$ cat config.mk
export PLATFORM = sky130hd
export DESIGN_NAME = failure_circuit_breaker_flat
export DESIGN_NICKNAME = d
export VERILOG_FILES = /design/src/sv/fcb_pkg.sv /design/src/sv/fcb_ifs.sv /design/src/sv/fcb_cfg.sv /design/src/sv/fcb_engine.sv /design/src/sv/failure_circuit_breaker.sv /design/src/flat_wrapper.sv
export SDC_FILE = /design/constraint.sdc
export NUM_CORES = 1
export LEC_CHECK = 0
export ABC_AREA = 1
export CAP_MARGIN = 20
export CORE_AREA = 2 2 139 141
export CTS_CLUSTER_DIAMETER = 80
export DETAILED_ROUTE_END_ITERATION = 16
export DIE_AREA = 0 0 141 143
export DONT_BUFFER_PORTS = 1
export GPL_ROUTABILITY_DRIVEN = 1
export PLACE_DENSITY = 0.84
export RECOVER_POWER = 50
export SYNTH_ARGS = -nofsm -noshare
export SYNTH_HDL_FRONTEND = slang
export SYNTH_SLANG_ARGS = --single-unit
$ cat constraint.sdc
create_clock -name i_clk -period 9.3 [get_ports i_clk]
set_input_delay 0.93 -clock i_clk [delete_from_list [all_inputs] [get_ports i_clk]]
set_output_delay 0.93 -clock i_clk [all_outputs]
set_load 0.005 [all_outputs]
$ cat src/sv/fcb_pkg.sv
// shared types, codes and constants for the failure circuit breaker
`default_nettype none

package fcb_pkg;

    localparam int unsigned ACTION_W = 2;
    localparam int unsigned TIME_W   = 48;
    localparam int unsigned MODE_W   = 2;
    localparam int unsigned COUNT_W  = 16;
    localparam int unsigned PROBE_W  = 2;
    localparam int unsigned LIMIT_W  = 16;
    localparam int unsigned RECOV_W  = 32;
    localparam int unsigned CFG_IDX_W  = 1;
    localparam int unsigned CFG_DATA_W = 32;

    // actions
    localparam logic [ACTION_W-1:0] ACT_QUERY   = 2'd0;
    localparam logic [ACTION_W-1:0] ACT_SUCCESS = 2'd1;
    localparam logic [ACTION_W-1:0] ACT_FAILURE = 2'd2;
    localparam logic [ACTION_W-1:0] ACT_CLEAR   = 2'd3;

    // breaker modes
    localparam logic [MODE_W-1:0] MODE_CLOSED = 2'd0;
    localparam logic [MODE_W-1:0] MODE_OPEN   = 2'd1;
    localparam logic [MODE_W-1:0] MODE_HALF   = 2'd2;

    // configuration register indexes
    localparam logic [CFG_IDX_W-1:0] CFG_FAILURE_LIMIT = 1'd0;
    localparam logic [CFG_IDX_W-1:0] CFG_RECOVERY_MS   = 1'd1;

    localparam logic [PROBE_W-1:0] CLOSE_SUCCESSES = 2'd3;
    localparam logic [LIMIT_W-1:0] LIMIT_RST       = 16'd5;
    localparam logic [RECOV_W-1:0] RECOVERY_RST    = 32'd30000;

    typedef struct packed {
        logic [LIMIT_W-1:0] failure_limit;
        logic [RECOV_W-1:0] recovery_ms;
    } t_cfg;

    typedef struct packed {
        logic [MODE_W-1:0]  breaker_state;
        logic               allowed;
        logic [COUNT_W-1:0] failure_count;
    } t_result;

endpackage

`default_nettype wire

$ cat src/sv/fcb_ifs.sv
// valid/ready channels for request and result words
`default_nettype none

interface fcb_req_if;
    logic                                valid;
    logic                                ready;
    logic [fcb_pkg::ACTION_W-1:0]        action;
    logic [fcb_pkg::TIME_W-1:0]          now_ms;

    modport source (output valid, output action, output now_ms, input ready);
    modport sink   (input valid, input action, input now_ms, output ready);
endinterface

interface fcb_res_if;
    logic                                valid;
    logic                                ready;
    logic [fcb_pkg::MODE_W-1:0]          breaker_state;
    logic                                allowed;
    logic [fcb_pkg::COUNT_W-1:0]         failure_count;

    modport source (output valid, output breaker_state, output allowed,
                    output failure_count, input ready);
    modport sink   (input valid, input breaker_state, input allowed,
                    input failure_count, output ready);
endinterface

`default_nettype wire

$ cat src/sv/fcb_cfg.sv
// configuration registers of the breaker
`default_nettype none

module fcb_cfg (
    input  wire logic                              i_clk,
    input  wire logic                              i_rst_n,
    input  wire logic                              i_cfg_we,
    input  wire logic [fcb_pkg::CFG_IDX_W-1:0]     i_cfg_idx,
    input  wire logic [fcb_pkg::CFG_DATA_W-1:0]    i_cfg_wdata,
    output fcb_pkg::t_cfg                          o_cfg
);

    fcb_pkg::t_cfg r_cfg;

    always_ff @(posedge i_clk) begin
        if (!i_rst_n) begin
            r_cfg.failure_limit <= fcb_pkg::LIMIT_RST;
            r_cfg.recovery_ms   <= fcb_pkg::RECOVERY_RST;
        end else if (i_cfg_we) begin
            unique case (i_cfg_idx)
                fcb_pkg::CFG_FAILURE_LIMIT: begin
                    r_cfg.failure_limit <= i_cfg_wdata[fcb_pkg::LIMIT_W-1:0];
                end
                fcb_pkg::CFG_RECOVERY_MS: begin
                    r_cfg.recovery_ms <= i_cfg_wdata[fcb_pkg::RECOV_W-1:0];
                end
                default: begin
                end
            endcase
        end
    end

    assign o_cfg = r_cfg;

endmodule

`default_nettype wire

$ cat src/sv/fcb_engine.sv
// breaker state and the next-state logic for one word
`default_nettype none

module fcb_engine (
    input  wire logic                            i_clk,
    input  wire logic                            i_rst_n,
    input  wire logic                            i_adv,
    input  wire logic [fcb_pkg::ACTION_W-1:0]    i_action,
    input  wire logic [fcb_pkg::TIME_W-1:0]      i_now_ms,
    input  wire fcb_pkg::t_cfg                   i_cfg,
    output fcb_pkg::t_result                     o_result
);

    logic [fcb_pkg::MODE_W-1:0]  r_mode,  n_mode;
    logic [fcb_pkg::COUNT_W-1:0] r_fail,  n_fail;
    logic [fcb_pkg::PROBE_W-1:0] r_probe, n_probe;
    logic [fcb_pkg::TIME_W-1:0]  r_last,  n_last;

    logic [fcb_pkg::TIME_W-1:0]  elapsed;
    logic [fcb_pkg::PROBE_W-1:0] probe_inc;
    logic [fcb_pkg::COUNT_W-1:0] fail_inc;

    // wraps modulo 2^48 by width
    assign elapsed   = i_now_ms - r_last;
    assign probe_inc = r_probe + fcb_pkg::PROBE_W'(1);
    assign fail_inc  = (r_fail != '1) ? r_fail + fcb_pkg::COUNT_W'(1) : r_fail;

    always_comb begin
        n_mode  = r_mode;
        n_fail  = r_fail;
        n_probe = r_probe;
        n_last  = r_last;
        unique case (i_action)
            fcb_pkg::ACT_QUERY: begin
                if (r_mode == fcb_pkg::MODE_OPEN &&
                    elapsed >= fcb_pkg::TIME_W'(i_cfg.recovery_ms)) begin
                    n_mode = fcb_pkg::MODE_HALF;
                end
            end
            fcb_pkg::ACT_SUCCESS: begin
                if (r_mode == fcb_pkg::MODE_HALF) begin
                    if (probe_inc >= fcb_pkg::CLOSE_SUCCESSES) begin
                        n_mode  = fcb_pkg::MODE_CLOSED;
                        n_fail  = '0;
                        n_probe = '0;
                    end else begin
                        n_probe = probe_inc;
                    end
                end else if (r_fail != '0) begin
                    n_fail = r_fail - fcb_pkg::COUNT_W'(1);
                end
            end
            fcb_pkg::ACT_FAILURE: begin
                n_fail  = fail_inc;
                n_last  = i_now_ms;
                n_probe = '0;
                if (fail_inc >= i_cfg.failure_limit) begin
                    n_mode = fcb_pkg::MODE_OPEN;
                end
            end
            default: begin
                n_mode  = fcb_pkg::MODE_CLOSED;
                n_fail  = '0;
                n_probe = '0;
                n_last  = '0;
            end
        endcase
    end

    always_ff @(posedge i_clk) begin
        if (!i_rst_n) begin
            r_mode  <= fcb_pkg::MODE_CLOSED;
            r_fail  <= '0;
            r_probe <= '0;
            r_last  <= '0;
        end else if (i_adv) begin
            r_mode  <= n_mode;
            r_fail  <= n_fail;
            r_probe <= n_probe;
            r_last  <= n_last;
        end
    end

    assign o_result.breaker_state = n_mode;
    assign o_result.allowed       = (n_mode == fcb_pkg::MODE_CLOSED) ||
                                    (n_mode == fcb_pkg::MODE_HALF);
    assign o_result.failure_count = n_fail;

endmodule

`default_nettype wire

$ cat src/sv/failure_circuit_breaker.sv
// top level of the closed / open / half-open failure circuit breaker
// each request word (action, now_ms) yields exactly one result word holding the
// breaker mode after the action, the allowed flag and the failure count. a word is
// registered on acceptance, the state update and result are worked out between that
// input register and the result register, which loads once it is empty or its
// word is taken. one word is taken every cycle while the result side does not
// stall; the engine works out the next state combinationally, with the result
// register holding a finished word while the next one is taken.
// the user must write configuration (failure_limit index 0, recovery_ms index 1)
// through the plain write port, only while no word is in flight; the block
// itself does not enforce this
`default_nettype none

module failure_circuit_breaker (
    input  wire logic                              i_clk,
    input  wire logic                              i_rst_n,
    input  wire logic                              i_cfg_we,
    input  wire logic [fcb_pkg::CFG_IDX_W-1:0]     i_cfg_idx,
    input  wire logic [fcb_pkg::CFG_DATA_W-1:0]    i_cfg_wdata,
    fcb_req_if.sink                                i_req,
    fcb_res_if.source                              o_res
);

    fcb_pkg::t_cfg    cfg;
    fcb_pkg::t_result result;

    // input register
    logic                           r_in_valid;
    logic [fcb_pkg::ACTION_W-1:0]   r_action;
    logic [fcb_pkg::TIME_W-1:0]     r_now_ms;

    // result register
    logic                           r_out_valid;
    fcb_pkg::t_result               r_out;

    logic out_load;   // result register can take a word
    logic adv;        // word in the input register is processed this cycle

    assign out_load    = !r_out_valid || o_res.ready;
    assign adv         = r_in_valid && out_load;
    assign i_req.ready = !r_in_valid || adv;

    fcb_cfg u_cfg (
        .i_clk       (i_clk),
        .i_rst_n     (i_rst_n),
        .i_cfg_we    (i_cfg_we),
        .i_cfg_idx   (i_cfg_idx),
        .i_cfg_wdata (i_cfg_wdata),
        .o_cfg       (cfg)
    );

    // breaker state lives in the engine and moves only when a word advances
    fcb_engine u_engine (
        .i_clk    (i_clk),
        .i_rst_n  (i_rst_n),
        .i_adv    (adv),
        .i_action (r_action),
        .i_now_ms (r_now_ms),
        .i_cfg    (cfg),
        .o_result (result)
    );

    // input stage control
    always_ff @(posedge i_clk) begin
        if (!i_rst_n) begin
            r_in_valid <= 1'b0;
        end else if (i_req.ready) begin
            r_in_valid <= i_req.valid;
        end
    end

    // input stage payload
    always_ff @(posedge i_clk) begin
        if (i_req.valid && i_req.ready) begin
            r_action <= i_req.action;
            r_now_ms <= i_req.now_ms;
        end
    end

    // result stage control
    always_ff @(posedge i_clk) begin
        if (!i_rst_n) begin
            r_out_valid <= 1'b0;
        end else if (out_load) begin
            r_out_valid <= r_in_valid;
        end
    end

    // result stage payload
    always_ff @(posedge i_clk) begin
        if (adv) begin
            r_out <= result;
        end
    end

    assign o_res.valid         = r_out_valid;
    assign o_res.breaker_state = r_out.breaker_state;
    assign o_res.allowed       = r_out.allowed;
    assign o_res.failure_count = r_out.failure_count;

endmodule

`default_nettype wire

$ cat src/flat_wrapper.sv
// flat-port wrapper written by rule: the top's interface ports become plain ports
module failure_circuit_breaker_flat 
  (i_clk, i_rst_n, i_cfg_we, i_cfg_idx, i_cfg_wdata, i_req_valid, i_req_action, i_req_now_ms, i_req_ready, o_res_valid, o_res_breaker_state, o_res_allowed, o_res_failure_count, o_res_ready);
  fcb_req_if i_req_i ();
  fcb_res_if o_res_i ();
  input  wire logic i_clk;
  input  wire logic i_rst_n;
  input  wire logic i_cfg_we;
  input  wire logic [fcb_pkg::CFG_IDX_W-1:0] i_cfg_idx;
  input  wire logic [fcb_pkg::CFG_DATA_W-1:0] i_cfg_wdata;
  input wire logic [$bits(i_req_i.valid)-1:0] i_req_valid;
  input wire logic [$bits(i_req_i.action)-1:0] i_req_action;
  input wire logic [$bits(i_req_i.now_ms)-1:0] i_req_now_ms;
  output wire logic [$bits(i_req_i.ready)-1:0] i_req_ready;
  output wire logic [$bits(o_res_i.valid)-1:0] o_res_valid;
  output wire logic [$bits(o_res_i.breaker_state)-1:0] o_res_breaker_state;
  output wire logic [$bits(o_res_i.allowed)-1:0] o_res_allowed;
  output wire logic [$bits(o_res_i.failure_count)-1:0] o_res_failure_count;
  input wire logic [$bits(o_res_i.ready)-1:0] o_res_ready;
  assign i_req_i.valid = i_req_valid;
  assign i_req_i.action = i_req_action;
  assign i_req_i.now_ms = i_req_now_ms;
  assign i_req_ready = i_req_i.ready;
  assign o_res_valid = o_res_i.valid;
  assign o_res_breaker_state = o_res_i.breaker_state;
  assign o_res_allowed = o_res_i.allowed;
  assign o_res_failure_count = o_res_i.failure_count;
  assign o_res_i.ready = o_res_ready;
  failure_circuit_breaker u_core (.i_clk(i_clk), .i_rst_n(i_rst_n), .i_cfg_we(i_cfg_we), .i_cfg_idx(i_cfg_idx), .i_cfg_wdata(i_cfg_wdata), .i_req(i_req_i), .o_res(o_res_i));
endmodule
Word level (Yosys, flattened, before mapping)
Cells that the tools add are included.

cells by class
  add/sub/neg operators = 4
  order comparisons = 3
  equality and inequality tests = 7
  mux-type cells = 14
  bitwise gates (word level) = 3
  reductions and logical operators = 16

operators by type and width
  cell                                                                    number
  48-bit one-hot mux with 2 select lines                                  1
  16-bit 2-to-1 mux                                                       4
  48-bit by 32-bit greater-or-equal comparator with 1-bit output          1
  16-bit one-hot mux with 3 select lines                                  1
  48-bit subtractor                                                       1
  16-bit by 1-bit adder with 16-bit output (second input constant)        1
  16-bit greater-or-equal comparator                                      1
  16-bit != test (second input constant)                                  1
  16-bit nonzero test                                                     1
  16-bit by 1-bit subtractor with 16-bit output (second input constant)   1
  2-bit 2-to-1 mux                                                        6
  2-bit equality test (second input constant)                             3
  2-bit one-hot mux with 3 select lines                                   1
  2-bit AND reduction                                                     3
  2-bit by 1-bit equality test with 1-bit output (second input constant)  2
  2-bit zero test                                                         2
  2-bit one-hot mux with 2 select lines                                   1
  1-bit logical AND                                                       3
  1-bit logical OR                                                        3
  1-bit NOT                                                               3
  3-bit AND reduction                                                     1
  2-bit by 1-bit adder with 2-bit output (second input constant)          1
  2-bit greater-or-equal comparator (second input constant)               1
  1-bit zero test                                                         2
  other kinds (2)                                                         2

word-level totals
  register bits = 187
  input port bits = 88
  output and inout bits = 21

Longest topological paths before layout
  depth in word-level cells = 7
  depth in mapped cells = 30
  gate-level depth less buffers = 30

Hierarchy
A second synthesis with hierarchy kept.

second synthesis, totals
  cells, all modules = 1917
  area total of the unflattened synthesis = 13146.4 um2

modules (own cells, without submodules)
  module                   times used  cells an instance  area an instance (um2)  sequential area each (um2)
  fcb_engine               1           1594               9168.8                  1361.3
  failure_circuit_breaker  1           82                 2167.1                  2112.0
  fcb_cfg                  1           241                1810.5                  960.9

Worst setup path before layout
No wires, ideal clock.

  kind = register to register
  start point = register u_core.r_now_ms[0] (netlist name)
  end point = register u_core.r_out, in the netlist u_core.o_res.allowed, data pin
  setup time = 0.250 ns
  arrival time = 3.204 ns
  path slack = 5.846 ns
  cell stages (with the launch flop) = 30
  period minus slack after synthesis = 3.454 ns
  path through = edfxtp_1 inv_1 ha_1 inv_1 fa_1 nand2_1 nand2_1 and2_1 nand2_1 nand2_2 nand2_1 nand2_1 a21oi_1 o21ai_0 xor2_1 ha_1 nand4_1 inv_1 nand2_1 o211ai_1 a21oi_1 nand3_1 nor2_1 nand3_1 nor2_1 nand2_1 nand2_1 nand2_1 nand2_1 inv_1

RTL lines
  element                 RTL line                       text
  start, declared         failure_circuit_breaker.sv:30  logic [fcb_pkg::TIME_W-1:0] r_now_ms;
  start signal, assigned  failure_circuit_breaker.sv:76  r_now_ms <= i_req.now_ms;
  end signal, assigned    failure_circuit_breaker.sv:92  r_out <= result;
  end, declared           failure_circuit_breaker.sv:34  fcb_pkg::t_result r_out;

==> impl_metrics.tcl <==
set metrics [dict create \
    clock_skew_ps 10.9 \
    hpwlAfterDp_um 27100 \
    avgViaCountPerCell 5.91 \
    total_power_mw 2.13 \
    p_comb_share_pct 22.0 \
    yosysMostFrequentCell "nand2_1" \
    cts.clk_slew.worst_paths_ps 80 \
    crit_path_start_kind "flop" \
    ys_ff_latch 187 \
    slew_headroom_pct -127 \
    cts-root-buf "clkbuf_16" \
    area_delta_synth_final_pct 6.11 \
    dp_slack_ps 5250 \
    wl_per_cell_um 17.5 \
    clock_latency_ps 450 \
    drt_pass1_iterations 8 \
    cts.path.max_buffers 2 \
    die_w_um 141 \
    fill_cells 1567 \
    synth.distinct_cells 46 \
    pwr-share-clk_pct 34.8 \
    finalSetupTns_ps 0 \
    switching_power_uw 718 \
    async_flop_share_pct 0 \
    rsz0062_at_grt "false" \
    critPathRequiredTime_ps 9510 \
    tightest_slew_ps 3410 \
    vias 11900 \
    boundaryPins 109 \
    core-area_um2 18600 \
    ys_seq_area_share_pct 35.3 \
    netlist.area_leader.share_pct 18.8 \
    power.density_nw_per_um2 160 \
    seqPwrFrac_pct 43.2 \
    gr-total-overflow 0 \
    max_freq_ghz 0.243 \
    post_dp_cell_area_um2 12700 \
    antenna_found_initial 1 \
    ant_nets 0 \
    synth-main-ff-cell "dfxtp_1" \
    cts_tree "done" \
    slew_viol_final 165 \
    htree_levels 4 \
    finalCriticalPeriod_ps 4110 \
    cp-end-kind "flop" \
    final.setup.worst_slack_ps 5190 \
    cp_common_cell "nand2_1" \
    grt_use_met1_pct 44.4 \
    drtIter0Drc 1033 \
    initial_core_util_pct 67.7 \
    synth_area_um2 12600 \
    syn_nets 1979 \
    drc_errors 0 \
    finalInstanceArea_um2 13300 \
    post_cts_buffers 0 \
    hold_class "flop to flop" \
    crit_slowest_cell "fa_1" \
    cpPeakStageDelay_ps 460 \
    cap_violations 3 \
    die_y_um 143 \
    synth_common_cells "nand2_1, inv_1, a21oi_1, o21ai_0, dfxtp_1" \
    synth_area_per_cell_um2 7.02 \
    grtUsageMet2_pct 59.3 \
    final_hold_viol_count 0 \
    grt_use_total_pct 35.6 \
    power.internal_mw 1.42 \
    cts_resized 0 \
    final-setup-viol-count 0 \
    cts_sinks 187 \
    grt.busiest_layer "met2" \
    numCtsBuffers 17 \
    path_class "flop to flop" \
    die_area_um2 20200 \
    min_period_over_period_pct 44.2 \
    layout.nets 1956 \
    grt_pass1_wl_um 56300 \
    routabilityCongestion 1.08 \
    synth.area.top_cells "dfxtp_1, edfxtp_1, nand2_1" \
    irDropWorstVdd_mv 0.165 \
    synth-edff-count 69 \
    swShare_pct 33.7 \
    synth.largest_area_cell "dfxtp_1" \
    synth_warnings 0 \
    wirelength_um 35300 \
    grtUsageMet3_pct 6.51 \
    cts_hold_buf 0 \
    p_leak_nw 6.01 \
    grt_pass1_vias 11200 \
    cp_max_fo 4 \
    grt_max_degree 85 \
    rows 50 \
    violations "max-capacitance violations, max-slew violations" \
    worstPathArrival_ps 4320 \
    drive_gt1_share_pct 3.93 \
    synthCells 1792 \
    status "complete, but fails checks" \
    port_buffers 0 \
]
-- cells by family (layout without fill, tap and decap cells) --
family | after synthesis | after routing | synth area share (%)
AO/OA/AOI/OAI | 412 | 412 | 17.7
XOR/XNOR | 37 | 37 | 2.58
adder cells (fa/ha/maj) | 99 | 99 | 9.91
buffers and inverters | 370 | 360 | 11.0
flip-flops | 187 | 187 | 35.3
other | 0 | 2 | 0
AND/OR/NAND/NOR | 687 | 687 | 23.5
-- path summary, 6_finish.rpt --
| path | from | end | slack [ps] | cells past startpoint |
|---|---|---|---|---|
| min | u_core.u_cfg.o_cfg[29] | u_core.u_cfg.o_cfg[29] | 460 | 2 |
| max | u_core.r_now_ms[0] | u_core.o_res.allowed | 5190 | 28 |
| max reg2reg | u_core.r_now_ms[0] | u_core.o_res.allowed | 5190 | 28 |
| min reg2reg | u_core.u_cfg.o_cfg[29] | u_core.u_cfg.o_cfg[29] | 460 | 2 |
-- through the flow --
stage | utilization (%) | cells | hold slack, ps
after floorplan | - | 1792 | 435
after global placement | 68.5 | 1982 | 449
after detailed placement | 68.5 | 1982 | 452
after CTS | 71.8 | 2014 | 464
after global routing | 71.8 | 2016 | 488
final | 71.8 | 2018 | 463
-- cells in the final DEF (no fill, tap or decap), types with 10 or more instances in the layout --
| cell | synthesis | final |
|---|---|---|
| nand2_1 | 392 | 391 |
| ha_1 | 98 | 98 |
| nand4_1 | 28 | 28 |
| nand3_1 | 103 | 103 |
| inv_1 | 310 | 310 |
| edfxtp_1 | 69 | 69 |
| dfxtp_1 | 118 | 118 |
| nor2_1 | 115 | 114 |
| nor3_1 | 18 | 18 |
| xor2_1 | 27 | 27 |
| o211ai_1 | 19 | 19 |
| xnor2_1 | 10 | 10 |
| a21oi_1 | 201 | 201 |
| clkbuf_16 | 0 | 17 |
| o21bai_1 | 12 | 12 |
| o21ai_0 | 142 | 142 |
-- routing by layer --
layer  vias up  share of wire, %
met4         0               5.2
met3       126               7.4
met1      5436                41
met2       519                46
li1       5852                 -
met5         -                 0
-- state kept, by name, summed over array words and instances (netlist names), 2 cells and up --
| name | count |
|---|---|
| u_core.r_now_ms | 48 |
| u_core.u_cfg.o_cfg | 48 |
| u_core.u_engine.r_last | 48 |
| u_core.o_res.failure_count | 16 |
| u_core.u_engine.r_fail | 16 |
| u_core.o_res.breaker_state | 2 |
| u_core.r_action | 2 |
| u_core.u_engine.r_mode | 2 |
| u_core.u_engine.r_probe | 2 |
-- critical path, delay by kind of cell, from the launching register on --
family                   cells  cell delay, ps
adder cells (fa/ha/maj)      3             890
buffers and inverters        4             290
AND/OR/NAND/NOR             16            1510
XOR/XNOR                     1             160
AO/OA/AOI/OAI                4             620
flip-flops                   1             390
-- power by group through the flow --
stage	Combinational, mW	Sequential (mW)	Clock (mW)
after CTS	0.460	0.920	0.746
after global routing	0.526	0.926	0.783
after global placement	0.443	0.937	0
final	0.470	0.921	0.743
after detailed placement	0.456	0.939	0
after floorplan	0.342	0.931	0
-- final cells by class --
cell class	count	area, um^2	area share [%]
sequential	187	4430	33.2
tap	234	293	2.19
clock inverter	15	174	1.30
inverter	320	1200	9.00
antenna	2	5.00	0.0375
timing repair buffer	8	48.8	0.366
multi-input combinational	1235	6760	50.7
clock buffer	17	425	3.19
No activity file was read; power rests on OpenSTA's default activity.
